### src/rtl/owbm_pkg.sv
package owbm_pkg;

  localparam int TickW = 10;
  localparam logic [TickW-1:0] READ_TAIL_TICKS = 10'd45;

  localparam logic [1:0] KIND_TICK  = 2'd0;
  localparam logic [1:0] KIND_RESET = 2'd1;
  localparam logic [1:0] KIND_WRITE = 2'd2;
  localparam logic [1:0] KIND_READ  = 2'd3;

  localparam logic [2:0] REG_RESET_LOW     = 3'd0;
  localparam logic [2:0] REG_PRESENCE_WAIT = 3'd1;
  localparam logic [2:0] REG_RESET_TAIL    = 3'd2;
  localparam logic [2:0] REG_ZERO_LOW      = 3'd3;
  localparam logic [2:0] REG_ONE_LOW       = 3'd4;
  localparam logic [2:0] REG_ONE_TAIL      = 3'd5;
  localparam logic [2:0] REG_READ_LOW      = 3'd6;
  localparam logic [2:0] REG_READ_SAMPLE   = 3'd7;

  localparam logic [TickW-1:0] DEF_RESET_LOW     = 10'd480;
  localparam logic [TickW-1:0] DEF_PRESENCE_WAIT = 10'd60;
  localparam logic [TickW-1:0] DEF_RESET_TAIL    = 10'd420;
  localparam logic [TickW-1:0] DEF_ZERO_LOW      = 10'd60;
  localparam logic [TickW-1:0] DEF_ONE_LOW       = 10'd10;
  localparam logic [TickW-1:0] DEF_ONE_TAIL      = 10'd50;
  localparam logic [TickW-1:0] DEF_READ_LOW      = 10'd5;
  localparam logic [TickW-1:0] DEF_READ_SAMPLE   = 10'd15;

  typedef enum logic [3:0] {
    PH_IDLE     = 4'd0,
    PH_RST_LOW  = 4'd1,
    PH_RST_WAIT = 4'd2,
    PH_RST_TAIL = 4'd3,
    PH_WR_LOW   = 4'd4,
    PH_WR_TAIL  = 4'd5,
    PH_RD_LOW   = 4'd6,
    PH_RD_WAIT  = 4'd7,
    PH_RD_TAIL  = 4'd8,
    PH_WR_GAP   = 4'd9,
    PH_RD_GAP   = 4'd10
  } phase_t;

  typedef enum logic [1:0] {
    DONE_NONE  = 2'd0,
    DONE_RESET = 2'd1,
    DONE_WRITE = 2'd2,
    DONE_READ  = 2'd3
  } done_t;

  typedef struct packed {
    logic [TickW-1:0] reset_low_ticks;
    logic [TickW-1:0] presence_wait_ticks;
    logic [TickW-1:0] reset_tail_ticks;
    logic [TickW-1:0] zero_low_ticks;
    logic [TickW-1:0] one_low_ticks;
    logic [TickW-1:0] one_tail_ticks;
    logic [TickW-1:0] read_low_ticks;
    logic [TickW-1:0] read_sample_ticks;
  } cfg_t;

  typedef struct packed {
    phase_t           phase;
    logic [TickW-1:0] tick_count;
    logic [2:0]       bit_index;
    logic [7:0]       shift_byte;
    logic             presence_seen;
    logic             line_enable;
    logic             line_value;
    done_t            done_kind;
  } st_t;

  typedef struct packed {
    logic       drive_enable;
    logic       drive_level;
    logic       busy_res;
    logic       done_res;
    logic       presence;
    logic [7:0] read_data;
    logic       rejected;
  } res_t;

endpackage

### src/rtl/owbm_if.sv
interface owbm_in_if;
  logic       valid;
  logic       ready;
  logic [1:0] kind;
  logic [7:0] write_data;
  logic       line_level;

  modport source (output valid, output kind, output write_data, output line_level,
                  input ready);
  modport sink (input valid, input kind, input write_data, input line_level,
                output ready);
endinterface

interface owbm_out_if;
  logic       valid;
  logic       ready;
  logic       drive_enable;
  logic       drive_level;
  logic       busy_res;
  logic       done_res;
  logic       presence;
  logic [7:0] read_data;
  logic       rejected;

  modport source (output valid, output drive_enable, output drive_level,
                  output busy_res, output done_res, output presence,
                  output read_data, output rejected, input ready);
  modport sink (input valid, input drive_enable, input drive_level,
                input busy_res, input done_res, input presence,
                input read_data, input rejected, output ready);
endinterface

### src/rtl/owbm_step.sv
module owbm_step (
  input  logic          clk,
  input  logic          rst_n,
  input  logic          acc,
  input  logic [1:0]    kind,
  input  logic [7:0]    wdata,
  input  logic          lvl,
  input  owbm_pkg::cfg_t cfg,
  output owbm_pkg::res_t res
);
  import owbm_pkg::*;

  st_t  st_r;
  st_t  st_nxt;
  logic rejected;

  function automatic logic [TickW-1:0] phase_len(st_t s, cfg_t c);
    logic [TickW-1:0] len;
    unique case (s.phase)
      PH_RST_LOW:  len = c.reset_low_ticks;
      PH_RST_WAIT: len = c.presence_wait_ticks;
      PH_RST_TAIL: len = c.reset_tail_ticks;
      PH_WR_LOW:   len = s.shift_byte[0] ? c.one_low_ticks : c.zero_low_ticks;
      PH_WR_TAIL:  len = c.one_tail_ticks;
      PH_RD_LOW:   len = c.read_low_ticks;
      PH_RD_WAIT:  len = c.read_sample_ticks;
      PH_RD_TAIL:  len = READ_TAIL_TICKS;
      default:     len = 10'd1;
    endcase
    return len;
  endfunction

  function automatic st_t slot_fin(st_t s, logic writing);
    st_t o;
    o = s;
    if (writing) o.shift_byte = {1'b0, s.shift_byte[7:1]};
    if (s.bit_index == 3'd7) begin
      o.done_kind = writing ? DONE_WRITE : DONE_READ;
      o.phase     = PH_IDLE;
      o.bit_index = 3'd0;
    end else begin
      o.bit_index = s.bit_index + 3'd1;
      o.phase     = writing ? PH_WR_GAP : PH_RD_GAP;
    end
    return o;
  endfunction

  function automatic st_t end_phase(st_t s, logic l);
    st_t o;
    o = s;
    unique case (s.phase)
      PH_RST_LOW: begin
        o.line_enable = 1'b0; o.line_value = 1'b1; o.phase = PH_RST_WAIT;
      end
      PH_RST_WAIT: begin
        o.presence_seen = ~l; o.phase = PH_RST_TAIL;
      end
      PH_RST_TAIL: begin
        o.done_kind = DONE_RESET; o.phase = PH_IDLE;
      end
      PH_WR_LOW: begin
        o.line_enable = 1'b0; o.line_value = 1'b1;
        if (s.shift_byte[0]) o.phase = PH_WR_TAIL;
        else o = slot_fin(o, 1'b1);
      end
      PH_WR_TAIL: o = slot_fin(s, 1'b1);
      PH_RD_LOW: begin
        o.line_enable = 1'b0; o.line_value = 1'b1; o.phase = PH_RD_WAIT;
      end
      PH_RD_WAIT: begin
        o.shift_byte = {l, s.shift_byte[7:1]}; o.phase = PH_RD_TAIL;
      end
      PH_RD_TAIL: o = slot_fin(s, 1'b0);
      PH_WR_GAP: begin
        o.line_enable = 1'b1; o.line_value = 1'b0; o.phase = PH_WR_LOW;
      end
      PH_RD_GAP: begin
        o.line_enable = 1'b1; o.line_value = 1'b0; o.phase = PH_RD_LOW;
      end
      default: begin
        o.line_enable = 1'b0; o.line_value = 1'b1; o.phase = PH_IDLE;
      end
    endcase
    o.tick_count = '0;
    return o;
  endfunction

  function automatic logic may_be_empty(phase_t p);
    return (p == PH_RST_TAIL) || (p == PH_WR_TAIL) || (p == PH_RD_WAIT);
  endfunction

  always_comb begin
    st_nxt = st_r;
    st_nxt.done_kind = DONE_NONE;
    rejected = 1'b0;
    if (kind == KIND_TICK) begin
      if (st_r.phase != PH_IDLE) begin
        st_nxt.tick_count = st_r.tick_count + 10'd1;
        if (st_nxt.tick_count >= phase_len(st_nxt, cfg)) begin
          st_nxt = end_phase(st_nxt, lvl);
          // zero-length wait or tail collapses into the same tick
          if (may_be_empty(st_nxt.phase) && (phase_len(st_nxt, cfg) == '0)) begin
            st_nxt = end_phase(st_nxt, lvl);
          end
        end
      end
    end else if (st_r.phase != PH_IDLE) begin
      rejected = 1'b1;
    end else begin
      st_nxt.tick_count  = '0;
      st_nxt.bit_index   = 3'd0;
      st_nxt.line_enable = 1'b1;
      st_nxt.line_value  = 1'b0;
      if (kind == KIND_RESET) begin
        st_nxt.presence_seen = 1'b0;
        st_nxt.phase         = PH_RST_LOW;
      end else if (kind == KIND_WRITE) begin
        st_nxt.shift_byte = wdata;
        st_nxt.phase      = PH_WR_LOW;
      end else begin
        st_nxt.shift_byte = 8'd0;
        st_nxt.phase      = PH_RD_LOW;
      end
    end
  end

  always_comb begin
    res.drive_enable = st_nxt.line_enable;
    res.drive_level  = st_nxt.line_value;
    res.busy_res     = (st_nxt.phase != PH_IDLE);
    res.done_res     = (st_nxt.done_kind != DONE_NONE);
    res.presence     = (st_nxt.done_kind == DONE_RESET) ? st_nxt.presence_seen : 1'b0;
    res.read_data    = (st_nxt.done_kind == DONE_READ) ? st_nxt.shift_byte : 8'd0;
    res.rejected     = rejected;
  end

  always_ff @(posedge clk) begin
    if (!rst_n) begin
      st_r.phase         <= PH_IDLE;
      st_r.tick_count    <= '0;
      st_r.bit_index     <= 3'd0;
      st_r.shift_byte    <= 8'd0;
      st_r.presence_seen <= 1'b0;
      st_r.line_enable   <= 1'b0;
      st_r.line_value    <= 1'b1;
      st_r.done_kind     <= DONE_NONE;
    end else if (acc) begin
      st_r <= st_nxt;
    end
  end

`ifndef SYNTHESIS
  a_idle_released: assert property (@(posedge clk) disable iff (!rst_n)
    (st_r.phase == PH_IDLE) |-> (!st_r.line_enable && st_r.line_value))
    else $error("line driven while idle");
  a_bit_idx_idle: assert property (@(posedge clk) disable iff (!rst_n)
    (st_r.bit_index != 3'd0) |-> (st_r.phase != PH_IDLE))
    else $error("bit index left nonzero in idle");
  a_done_not_busy: assert property (@(posedge clk) disable iff (!rst_n)
    (acc && res.done_res) |=> (st_r.phase == PH_IDLE))
    else $error("done reported while sequence continues");
`endif

endmodule

### src/rtl/one_wire_bus_master_unit.sv
// channel   dir  fields                                        accepted when
// in_req    in   kind, write_data, line_level                   valid && ready
// out_res   out  drive_enable, drive_level, busy_res, done_res, valid && ready
//                presence, read_data, rejected
// cfg (apb) in   8 x 10-bit timing regs at 4*i                  psel&&penable&&pwrite
//
// one request per clock while in_req.ready; result next cycle unless out_res stalls
// sequencer state is a single register stage updated on each accepted request
// two-entry output buffer keeps in_req.ready high through one stalled result
// rst_n synchronous: sequencer idle, line released, timing regs to defaults
module one_wire_bus_master_unit (
  input  logic        clk,
  input  logic        rst_n,
  owbm_in_if.sink     in_req,
  owbm_out_if.source  out_res,
  input  logic        psel,
  input  logic        penable,
  input  logic        pwrite,
  input  logic [4:0]  paddr,
  input  logic [31:0] pwdata,
  output logic [31:0] prdata,
  output logic        pready
);
  import owbm_pkg::*;

  cfg_t cfg_r;
  res_t step_res;
  res_t out_r;
  res_t skid_r;
  logic out_valid_r;
  logic skid_valid_r;
  logic acc;
  logic pop;
  logic wr_en;
  logic [2:0] reg_idx;

  assign pready  = 1'b1;
  assign wr_en   = psel && penable && pwrite;
  assign reg_idx = paddr[4:2];

  always_ff @(posedge clk) begin
    if (!rst_n) begin
      cfg_r.reset_low_ticks     <= DEF_RESET_LOW;
      cfg_r.presence_wait_ticks <= DEF_PRESENCE_WAIT;
      cfg_r.reset_tail_ticks    <= DEF_RESET_TAIL;
      cfg_r.zero_low_ticks      <= DEF_ZERO_LOW;
      cfg_r.one_low_ticks       <= DEF_ONE_LOW;
      cfg_r.one_tail_ticks      <= DEF_ONE_TAIL;
      cfg_r.read_low_ticks      <= DEF_READ_LOW;
      cfg_r.read_sample_ticks   <= DEF_READ_SAMPLE;
    end else if (wr_en) begin
      unique case (reg_idx)
        REG_RESET_LOW:     cfg_r.reset_low_ticks     <= pwdata[TickW-1:0];
        REG_PRESENCE_WAIT: cfg_r.presence_wait_ticks <= pwdata[TickW-1:0];
        REG_RESET_TAIL:    cfg_r.reset_tail_ticks    <= pwdata[TickW-1:0];
        REG_ZERO_LOW:      cfg_r.zero_low_ticks      <= pwdata[TickW-1:0];
        REG_ONE_LOW:       cfg_r.one_low_ticks       <= pwdata[TickW-1:0];
        REG_ONE_TAIL:      cfg_r.one_tail_ticks      <= pwdata[TickW-1:0];
        REG_READ_LOW:      cfg_r.read_low_ticks      <= pwdata[TickW-1:0];
        REG_READ_SAMPLE:   cfg_r.read_sample_ticks   <= pwdata[TickW-1:0];
        default: ;
      endcase
    end
  end

  always_comb begin
    unique case (reg_idx)
      REG_RESET_LOW:     prdata = {22'd0, cfg_r.reset_low_ticks};
      REG_PRESENCE_WAIT: prdata = {22'd0, cfg_r.presence_wait_ticks};
      REG_RESET_TAIL:    prdata = {22'd0, cfg_r.reset_tail_ticks};
      REG_ZERO_LOW:      prdata = {22'd0, cfg_r.zero_low_ticks};
      REG_ONE_LOW:       prdata = {22'd0, cfg_r.one_low_ticks};
      REG_ONE_TAIL:      prdata = {22'd0, cfg_r.one_tail_ticks};
      REG_READ_LOW:      prdata = {22'd0, cfg_r.read_low_ticks};
      REG_READ_SAMPLE:   prdata = {22'd0, cfg_r.read_sample_ticks};
      default:           prdata = 32'd0;
    endcase
  end

  assign in_req.ready = !skid_valid_r;
  assign acc = in_req.valid && in_req.ready;
  assign pop = out_valid_r && out_res.ready;

  owbm_step u_step (
    .clk   (clk),
    .rst_n (rst_n),
    .acc   (acc),
    .kind  (in_req.kind),
    .wdata (in_req.write_data),
    .lvl   (in_req.line_level),
    .cfg   (cfg_r),
    .res   (step_res)
  );

  // output register plus skid entry
  always_ff @(posedge clk) begin
    if (!rst_n) begin
      out_valid_r  <= 1'b0;
      skid_valid_r <= 1'b0;
    end else if (!out_valid_r || pop) begin
      if (skid_valid_r) begin
        out_valid_r  <= 1'b1;
        skid_valid_r <= acc;
      end else begin
        out_valid_r <= acc;
      end
    end else if (acc) begin
      skid_valid_r <= 1'b1;
    end
  end

  always_ff @(posedge clk) begin
    if (!out_valid_r || pop) begin
      if (skid_valid_r) begin
        out_r <= skid_r;
        if (acc) skid_r <= step_res;
      end else if (acc) begin
        out_r <= step_res;
      end
    end else if (acc) begin
      skid_r <= step_res;
    end
  end

  assign out_res.valid        = out_valid_r;
  assign out_res.drive_enable = out_r.drive_enable;
  assign out_res.drive_level  = out_r.drive_level;
  assign out_res.busy_res     = out_r.busy_res;
  assign out_res.done_res     = out_r.done_res;
  assign out_res.presence     = out_r.presence;
  assign out_res.read_data    = out_r.read_data;
  assign out_res.rejected     = out_r.rejected;

`ifndef SYNTHESIS
  a_skid_behind_out: assert property (@(posedge clk) disable iff (!rst_n)
    skid_valid_r |-> out_valid_r)
    else $error("skid entry held with empty output register");
  a_idle_released: assert property (@(posedge clk) disable iff (!rst_n)
    (out_valid_r && !out_r.busy_res) |-> (!out_r.drive_enable && out_r.drive_level))
    else $error("line driven with no sequence running");
  a_done_xor_reject: assert property (@(posedge clk) disable iff (!rst_n)
    out_valid_r |-> !(out_r.done_res && out_r.rejected))
    else $error("done and rejected in one result");
`endif

endmodule
### src/flat_wrapper.sv
// flat-port wrapper written by rule: the top's interface ports become plain ports
module one_wire_bus_master_unit_flat import owbm_pkg::*;
  (clk, rst_n, psel, penable, pwrite, paddr, pwdata, prdata, pready, in_req_valid, in_req_kind, in_req_write_data, in_req_line_level, in_req_ready, out_res_valid, out_res_drive_enable, out_res_drive_level, out_res_busy_res, out_res_done_res, out_res_presence, out_res_read_data, out_res_rejected, out_res_ready);
  owbm_in_if in_req_i ();
  owbm_out_if out_res_i ();
  input  logic clk;
  input  logic rst_n;
  input  logic psel;
  input  logic penable;
  input  logic pwrite;
  input  logic [4:0] paddr;
  input  logic [31:0] pwdata;
  output logic [31:0] prdata;
  output logic pready;
  input wire logic [$bits(in_req_i.valid)-1:0] in_req_valid;
  input wire logic [$bits(in_req_i.kind)-1:0] in_req_kind;
  input wire logic [$bits(in_req_i.write_data)-1:0] in_req_write_data;
  input wire logic [$bits(in_req_i.line_level)-1:0] in_req_line_level;
  output wire logic [$bits(in_req_i.ready)-1:0] in_req_ready;
  output wire logic [$bits(out_res_i.valid)-1:0] out_res_valid;
  output wire logic [$bits(out_res_i.drive_enable)-1:0] out_res_drive_enable;
  output wire logic [$bits(out_res_i.drive_level)-1:0] out_res_drive_level;
  output wire logic [$bits(out_res_i.busy_res)-1:0] out_res_busy_res;
  output wire logic [$bits(out_res_i.done_res)-1:0] out_res_done_res;
  output wire logic [$bits(out_res_i.presence)-1:0] out_res_presence;
  output wire logic [$bits(out_res_i.read_data)-1:0] out_res_read_data;
  output wire logic [$bits(out_res_i.rejected)-1:0] out_res_rejected;
  input wire logic [$bits(out_res_i.ready)-1:0] out_res_ready;
  assign in_req_i.valid = in_req_valid;
  assign in_req_i.kind = in_req_kind;
  assign in_req_i.write_data = in_req_write_data;
  assign in_req_i.line_level = in_req_line_level;
  assign in_req_ready = in_req_i.ready;
  assign out_res_valid = out_res_i.valid;
  assign out_res_drive_enable = out_res_i.drive_enable;
  assign out_res_drive_level = out_res_i.drive_level;
  assign out_res_busy_res = out_res_i.busy_res;
  assign out_res_done_res = out_res_i.done_res;
  assign out_res_presence = out_res_i.presence;
  assign out_res_read_data = out_res_i.read_data;
  assign out_res_rejected = out_res_i.rejected;
  assign out_res_i.ready = out_res_ready;
  one_wire_bus_master_unit u_core (.clk(clk), .rst_n(rst_n), .in_req(in_req_i), .out_res(out_res_i), .psel(psel), .penable(penable), .pwrite(pwrite), .paddr(paddr), .pwdata(pwdata), .prdata(prdata), .pready(pready));
endmodule
### config.mk
export PLATFORM = sky130hd
export DESIGN_NAME = one_wire_bus_master_unit_flat
export DESIGN_NICKNAME = d
export VERILOG_FILES = /design/src/rtl/owbm_pkg.sv /design/src/rtl/owbm_if.sv /design/src/rtl/owbm_step.sv /design/src/rtl/one_wire_bus_master_unit.sv /design/src/flat_wrapper.sv
export SDC_FILE = /design/constraint.sdc
export NUM_CORES = 1
export LEC_CHECK = 0
export BUFFER_PORTS_ARGS = -buffer_cell sky130_fd_sc_hd__buf_2
export CAP_MARGIN = 20
export CORE_UTILIZATION = 45
export DETAILED_ROUTE_END_ITERATION = 6
export PLACE_DENSITY = 0.67
export SYNTH_ARGS = -nofsm -noshare
export SYNTH_HDL_FRONTEND = slang
export SYNTH_SLANG_ARGS = --single-unit
export TNS_END_PERCENT = 50
### constraint.sdc
create_clock -name clk -period 4.4 [get_ports clk]
set_input_delay 0 -clock clk [delete_from_list [all_inputs] [get_ports clk]]
set_output_delay 0 -clock clk [all_outputs]
set_load 0.02 [all_outputs]
==> flow_summary.json, run 1 <==
{
  "wl_per_cell_um": 18.90,
  "peakVddDrop_mv": 0.3091,
  "numPlacedInstances": 1216,
  "grt_max_degree": 61,
  "initial_core_util": 0.4589,
  "critPathCaptureType": "flop",
  "path_delay_family": "simple AND/OR/NAND/NOR gates",
  "dp_hpwl_mm": 16.28,
  "rsz0062_at_grt": "no",
  "ys_types": 76,
  "pin_count": 104,
  "grt_pass1_wl_mm": 37.83,
  "hp-class": "in -> reg",
  "status": "finished, violations left",
  "drv_cap": 0,
  "cp.required_ns": 4.72,
  "synth_area_um2": 8244,
  "max_freq_mhz": 247.5,
  "groute.usage.overall": 0.2638,
  "cp-start-kind": "flop",
  "leakage_uw": 0.003646,
  "crit_path_frequent_cell": "or3_1",
  "synth_top_flop_cell": "dfxtp_1",
  "drtAntennaViolNets": 0,
  "drt_wl_total_mm": 23.92,
  "grt_pass1_vias": 6943,
  "cts.sinks": 138,
  "syn_to_final_growth_pct": 15.18,
  "io_buffers": 56,
  "rows": 49,
  "die_w_um": 137.4,
  "use_met2": 0.4220,
  "p_int_uw": 2541,
  "pwr-share-clk": 0.426,
  "p_per_area_nw_per_um2": 378.9,
  "violations": "design-rule violations",
  "avgSynthCellArea_um2": 8.464,
  "p_switching_uw": 1057,
  "worst_pin_slew_ns": 1.207,
  "fin_tns_setup_ns": 0,
  "drv_slew": 0,
  "root_buffer": "clkbuf_16",
  "die-area_um2": 18870,
  "post-cts-setup-buffers": 0,
  "coreArea_um2": 17960,
  "via_per_inst": 5.967,
  "clk_pin_slew_ns": 0.06,
  "via_count": 7554,
  "drive_gt1_frac": 0.1581,
  "dr.first_iter.drc_count": 817,
  "yosysSeqAreaShare": 0.3691,
  "synth_edf_count": 28,
  "power.combinational.fraction": 0.195,
  "crit_arrival_ns": 4.37,
  "slew_headroom": 0.1925,
  "fillers": 1673,
  "cts_max_path_buffers": 2,
  "antenna_cells": 0,
  "skew_ns": 0.009798,
  "ys_ff_latch": 138,
  "fin_nets": 1099,
  "htreeDepth": 4,
  "first_pass_iters": 7,
  "setup_viol": 0,
  "clock_latency_ns": 0.43,
  "grt.overflow.total": 0,
  "switching_share": 0.2938,
  "cp_slowest_cell": "or3_1",
  "p_seq_frac": 0.379,
  "critPathMaxStageDelay_ns": 0.51,
  "final_cell_mix": "nand2_1, dfxtp_1, nor2_1",
  "final_common_cell": "nand2_1",
  "synth_cells": 974,
  "path_class": "reg -> reg",
  "hold_violations": 0,
  "grtUsageMet3": 0.04452,
  "dieHeight_um": 137.4,
  "postSynth.asyncResetShare": 0,
  "grt_busiest_layer": "met2",
  "cts_tree": "built",
  "gp_congestion": 0.8647,
  "drc": 11,
  "period_share": 0.9185,
  "crit_buf_inv": 2,
  "final_cells": 1266,
  "finalCriticalPeriod_ns": 4.041,
  "yosys_warnings": 0,
  "fin_util": 0.5286,
  "crit_fanout": 31,
  "grt.met1_usage": 0.3620,
  "numCtsBuffers": 17,
  "antenna_found_initial": 0,
  "worstPathCellList": "buf_12 -> nor2b_1 -> and3_4 -> a222oi_1 -> and2_1 -> ha_1 -> and4_1 -> o21ai_0 -> o21ba_2 -> or3_1 -> buf_4 -> or3_1 -> o221a_2"
}
## synth_stat cells (4+ instances only)
| cell | number | area share |
|---|---|---|
| nor2b_1 | 10 | 0.0076 |
| a31oi_1 | 8 | 0.0061 |
| a21oi_1 | 78 | 0.047 |
| or2_2 | 5 | 0.0038 |
| o211a_1 | 5 | 0.0061 |
| inv_1 | 15 | 0.0068 |
| o31a_1 | 4 | 0.0042 |
| nor2_1 | 106 | 0.048 |
| xor2_1 | 6 | 0.0064 |
| clkbuf_1 | 48 | 0.022 |
| a211oi_1 | 15 | 0.014 |
| nor4_1 | 7 | 0.0053 |
| buf_4 | 23 | 0.021 |
| a22oi_1 | 8 | 0.0073 |
| and2_1 | 6 | 0.0046 |
| nor3_1 | 17 | 0.010 |
| dfxtp_1 | 110 | 0.27 |
| o21ai_0 | 32 | 0.019 |
| a21o_1 | 7 | 0.0064 |
| o22ai_1 | 7 | 0.0053 |
| o31ai_1 | 8 | 0.0073 |
| nand3_1 | 28 | 0.017 |
| o221a_2 | 5 | 0.0068 |
| a221oi_1 | 5 | 0.0053 |
| edfxtp_1 | 28 | 0.10 |
| nor3b_1 | 6 | 0.0055 |
| buf_1 | 8 | 0.0036 |
| or3_1 | 10 | 0.0076 |
| and3_1 | 7 | 0.0053 |
| a32oi_1 | 5 | 0.0053 |
| mux4_2 | 6 | 0.016 |
| o21a_1 | 4 | 0.0036 |
| a22o_1 | 6 | 0.0064 |
| ha_1 | 20 | 0.030 |
| mux2i_1 | 61 | 0.074 |
| a222oi_1 | 15 | 0.018 |
| buf_2 | 12 | 0.0073 |
| nand2b_1 | 12 | 0.0091 |
| nand2_1 | 135 | 0.061 |
| nand3b_1 | 6 | 0.0055 |
| mux2_2 | 16 | 0.022 |
## timing repair
item,4_1_cts,5_1_grt
resized for setup,0,2
hold endpoints to repair,87,0
hold buffers,18,0
endpoints found under the setup margin,0,2
## area by class of cell
type	instances	area [µm²]	area share
repair buffers	104	710.7	0.07485
inverters	19	71.32	0.007511
well taps	229	286.5	0.03018
clock buffers	17	425.4	0.04480
clock inverters	15	197.7	0.02082
multi-input cells	744	4761	0.5014
flip-flops and latches	138	3043	0.3205
## flip-flops by register name, indices dropped and copies added (netlist names)
register / flops
u_core.out_res.drive_level: 1
u_core.out_res.valid: 1
u_core.out_res.done_res: 1
u_core.out_res.read_data: 8
u_core.skid_r: 14
u_core.out_res.rejected: 1
u_core.out_res.presence: 1
u_core.u_step.st_r: 28
u_core.out_res.busy_res: 1
u_core.skid_valid_r: 1
u_core.cfg_r: 80
u_core.out_res.drive_enable: 1
## metal layers
metal,up-vias,routed length (µm)
met2,320,11270
li1,3595,-
met1,3607,10660
met4,0,302
met5,-,0
met3,32,1688
## stage by stage
stage                     setup WS (ns)  total power (µW)  hold slack (ns)  instance area [µm²]
after CTS                        0.2931              3598         0.002555                 9494
final                            0.3588              3598          0.01463                 9495
after detailed placement         0.3208              2065           0.3248                 8691
after floorplan                 0.07766              1880           0.1751                 8323
after global placement           0.4363              2055           0.3181                 8691
after global routing            0.08291              3739          0.06758                 9495
## final timing paths
check                              start                endpoint  slack (ns)  depth (start not counted)
hold reg to reg         u_core.cfg_r[32]        u_core.cfg_r[32]        0.47                          2
setup reg to reg  u_core.u_step.st_r[28]  u_core.u_step.st_r[10]        0.36                         13
hold / removal      in_req_write_data[1]   u_core.u_step.st_r[6]        0.01                          4
setup / recovery  u_core.u_step.st_r[28]  u_core.u_step.st_r[10]        0.36                         13
## power groups by stage
stage               Sequential (µW)  Combinational [µW]  Clock (µW)
floorplan                      1390                 490           0
detailed placement             1390                 676           0
CTS                            1360                 692        1540
finish                         1360                 701        1530
global route                   1370                 765        1610
global placement               1390                 667           0
## cell families (layout without fill, tap and decap cells)
kind of cell | count (synthesis) | count (layout) | synth area share
buffers and inverters | 113 | 155 | 0.06647
multiplexers | 83 | 83 | 0.1123
AND/OR/NAND/NOR | 368 | 368 | 0.2052
flip-flops | 138 | 138 | 0.3691
AO/OA/AOI/OAI | 241 | 241 | 0.2061
other | 2 | 23 | 0.0009109
XOR/XNOR | 9 | 9 | 0.009562
adder cells (fa/ha/maj) | 20 | 20 | 0.03035
## worst min-delay path, cell delays in order
cell	delay (ns)
buf_2	0.08
a21oi_1	0.05
o21ai_0	0.14
o211a_1	0.14
Note: power is estimated with default switching activity, not from simulation.
==> inputs of run 2 (changes only) <==
--- a/config.mk
+++ b/config.mk
@@ -7,9 +7,8 @@
 export LEC_CHECK = 0
 export BUFFER_PORTS_ARGS = -buffer_cell sky130_fd_sc_hd__buf_2
 export CAP_MARGIN = 20
-export CORE_UTILIZATION = 45
+export CORE_UTILIZATION = 40
 export DETAILED_ROUTE_END_ITERATION = 6
-export PLACE_DENSITY = 0.67
 export SYNTH_ARGS = -nofsm -noshare
 export SYNTH_HDL_FRONTEND = slang
 export SYNTH_SLANG_ARGS = --single-unit
==> run 2 against run 1 <==
The run now ends clean. Hold slack improved by 0.036 ns. Combinational power increased by 1%. Fmax fell by 2.4%. Largest cell class unchanged.
==> flow_summary.json, run 2 (synthesized netlist as in run 1, its figures left out) <==
{
  "hp-class": "in -> reg",
  "multiInputGateArea_um2": 4771,
  "drive_gt1_frac": 0.1612,
  "final_common_cell": "nand2_1",
  "pin_count": 104,
  "root_buffer": "clkbuf_16",
  "first_pass_iters": 5,
  "cts_tree": "built",
  "grt_max_degree": 54,
  "largest_reg_flops": 80,
  "p_per_area_nw_per_um2": 366.4,
  "finalCriticalPeriod_ns": 4.139,
  "cts_max_path_buffers": 2,
  "rsz0062_at_grt": "no",
  "grt.overflow.total": 0,
  "gp_congestion": 0.8765,
  "cp.required_ns": 4.64,
  "die-area_um2": 21190,
  "syn_to_final_growth_pct": 15.51,
  "grt_pass1_wl_mm": 38.88,
  "clk_pin_slew_ns": 0.06,
  "p_total_uw": 3490,
  "hold_violations": 0,
  "drc": 0,
  "coreArea_um2": 20230,
  "drt_wl_total_mm": 24.75,
  "period_share": 0.9407,
  "skew_ns": 0.01218,
  "drv_slew": 0,
  "top_register": "u_core.cfg_r",
  "grt_pass1_vias": 6955,
  "clock_latency_ns": 0.43,
  "status": "finished, final reports clean",
  "setup_viol": 0,
  "wl_per_cell_um": 18.86,
  "io_buffers": 56,
  "dieHeight_um": 145.6,
  "antenna_cells": 0,
  "numPlacedInstances": 1261,
  "fin_nets": 1104,
  "crit_arrival_ns": 4.38,
  "htreeDepth": 4,
  "max_freq_mhz": 241.6,
  "final-seq-area_um2": 3043,
  "worst_pin_slew_ns": 1.144,
  "die_w_um": 145.6,
  "cts.sinks": 138,
  "critPathCaptureType": "flop",
  "via_count": 7577,
  "fin_tns_setup_ns": 0,
  "drv_cap": 0,
  "groute.usage.overall": 0.2352,
  "peakVddDrop_mv": 0.2597,
  "leakage_uw": 0.003648,
  "initial_core_util": 0.4074,
  "dr.first_iter.drc_count": 756,
  "rows": 52,
  "crit_fanout": 26,
  "numCtsBuffers": 17,
  "antenna_found_initial": 0,
  "final_cells": 1312,
  "cp-start-kind": "flop",
  "post-cts-setup-buffers": 0,
  "path_class": "reg -> reg",
  "top_regs": "u_core.cfg_r (80), u_core.u_step.st_r (28), u_core.skid_r (14)",
  "fin_util": 0.4706,
  "final_cell_mix": "nand2_1, dfxtp_1, nor2_1",
  "drtAntennaViolNets": 0,
  "fillers": 1949,
  "slew_headroom": 0.2344,
  "dp_hpwl_mm": 16.82,
  "via_per_inst": 5.775
}
[run 2: where the power goes]
| part | switching [µW] | internal (µW) |
|---|---|---|
| combinational | 449 | 263 |
| clock | 586 | 834 |
| sequential | 28.3 | 1330 |
| total | 1060 | 2430 |
[run 2: repair_timing]
| item | CTS | global route |
|---|---|---|
| setup endpoints to repair | 0 | 2 |
| hold buffers | 19 | 0 |
| gates resized for setup | 0 | 1 |
| endpoints found under the hold margin | 88 | 0 |
[run 2: stage by stage]
step                      setup slack [ns]  hold WS [ns]  instance area [µm²]
after global routing               0.05163       0.07755                 9523
after detailed placement            0.2898        0.3225                 8750
after global placement              0.3311        0.3179                 8750
final                               0.2608       0.05033                 9523
after floorplan                    0.07766        0.1751                 8323
after CTS                           0.2522       0.03716                 9514
[run 2: critical path, stage by stage (launching register included)]
cell and delay [ns]:
dfxtp_1 0.34, buf_4 0.32, buf_4 0.25, nor3b_1 0.30, buf_4 0.22, a222oi_1 0.08, and2_1 0.22, ha_1 0.28
and4_1 0.19, o21ai_0 0.10, o21ba_2 0.28, or3_1 0.47, a21oi_1 0.19, nand4bb_1 0.16, buf_4 0.22, o41ai_2 0.32
[run 2: worst paths after layout]
check / slack (ns) / from / cells past startpoint / endpoint
setup / recovery: 0.26 / u_core.u_step.st_r[28] / 15 / u_core.out_res.read_data[2]
hold / removal: 0.05 / in_req_write_data[1] / 4 / u_core.u_step.st_r[6]
setup reg to reg: 0.26 / u_core.u_step.st_r[28] / 15 / u_core.out_res.read_data[2]
hold reg to reg: 0.48 / u_core.cfg_r[79] / 2 / u_core.cfg_r[79]
[run 2: final cells by class]
cell class | count | share of cell area
Clock inverter | 15 | 0.01564
Tap cell | 270 | 0.03547
Inverter | 19 | 0.007489
Sequential cell | 138 | 0.3195
Multi-Input combinational cell | 744 | 0.5010
Timing Repair Buffer | 109 | 0.07621
Clock buffer | 17 | 0.04467
[run 2: metal layers]
| layer | track usage | routed length, µm |
|---|---|---|
| met5 | 0 | 0 |
| met4 | 0.07895 | 540 |
| met3 | 0.03229 | 1539 |
| met2 | 0.3784 | 11480 |
| met1 | 0.3242 | 11190 |
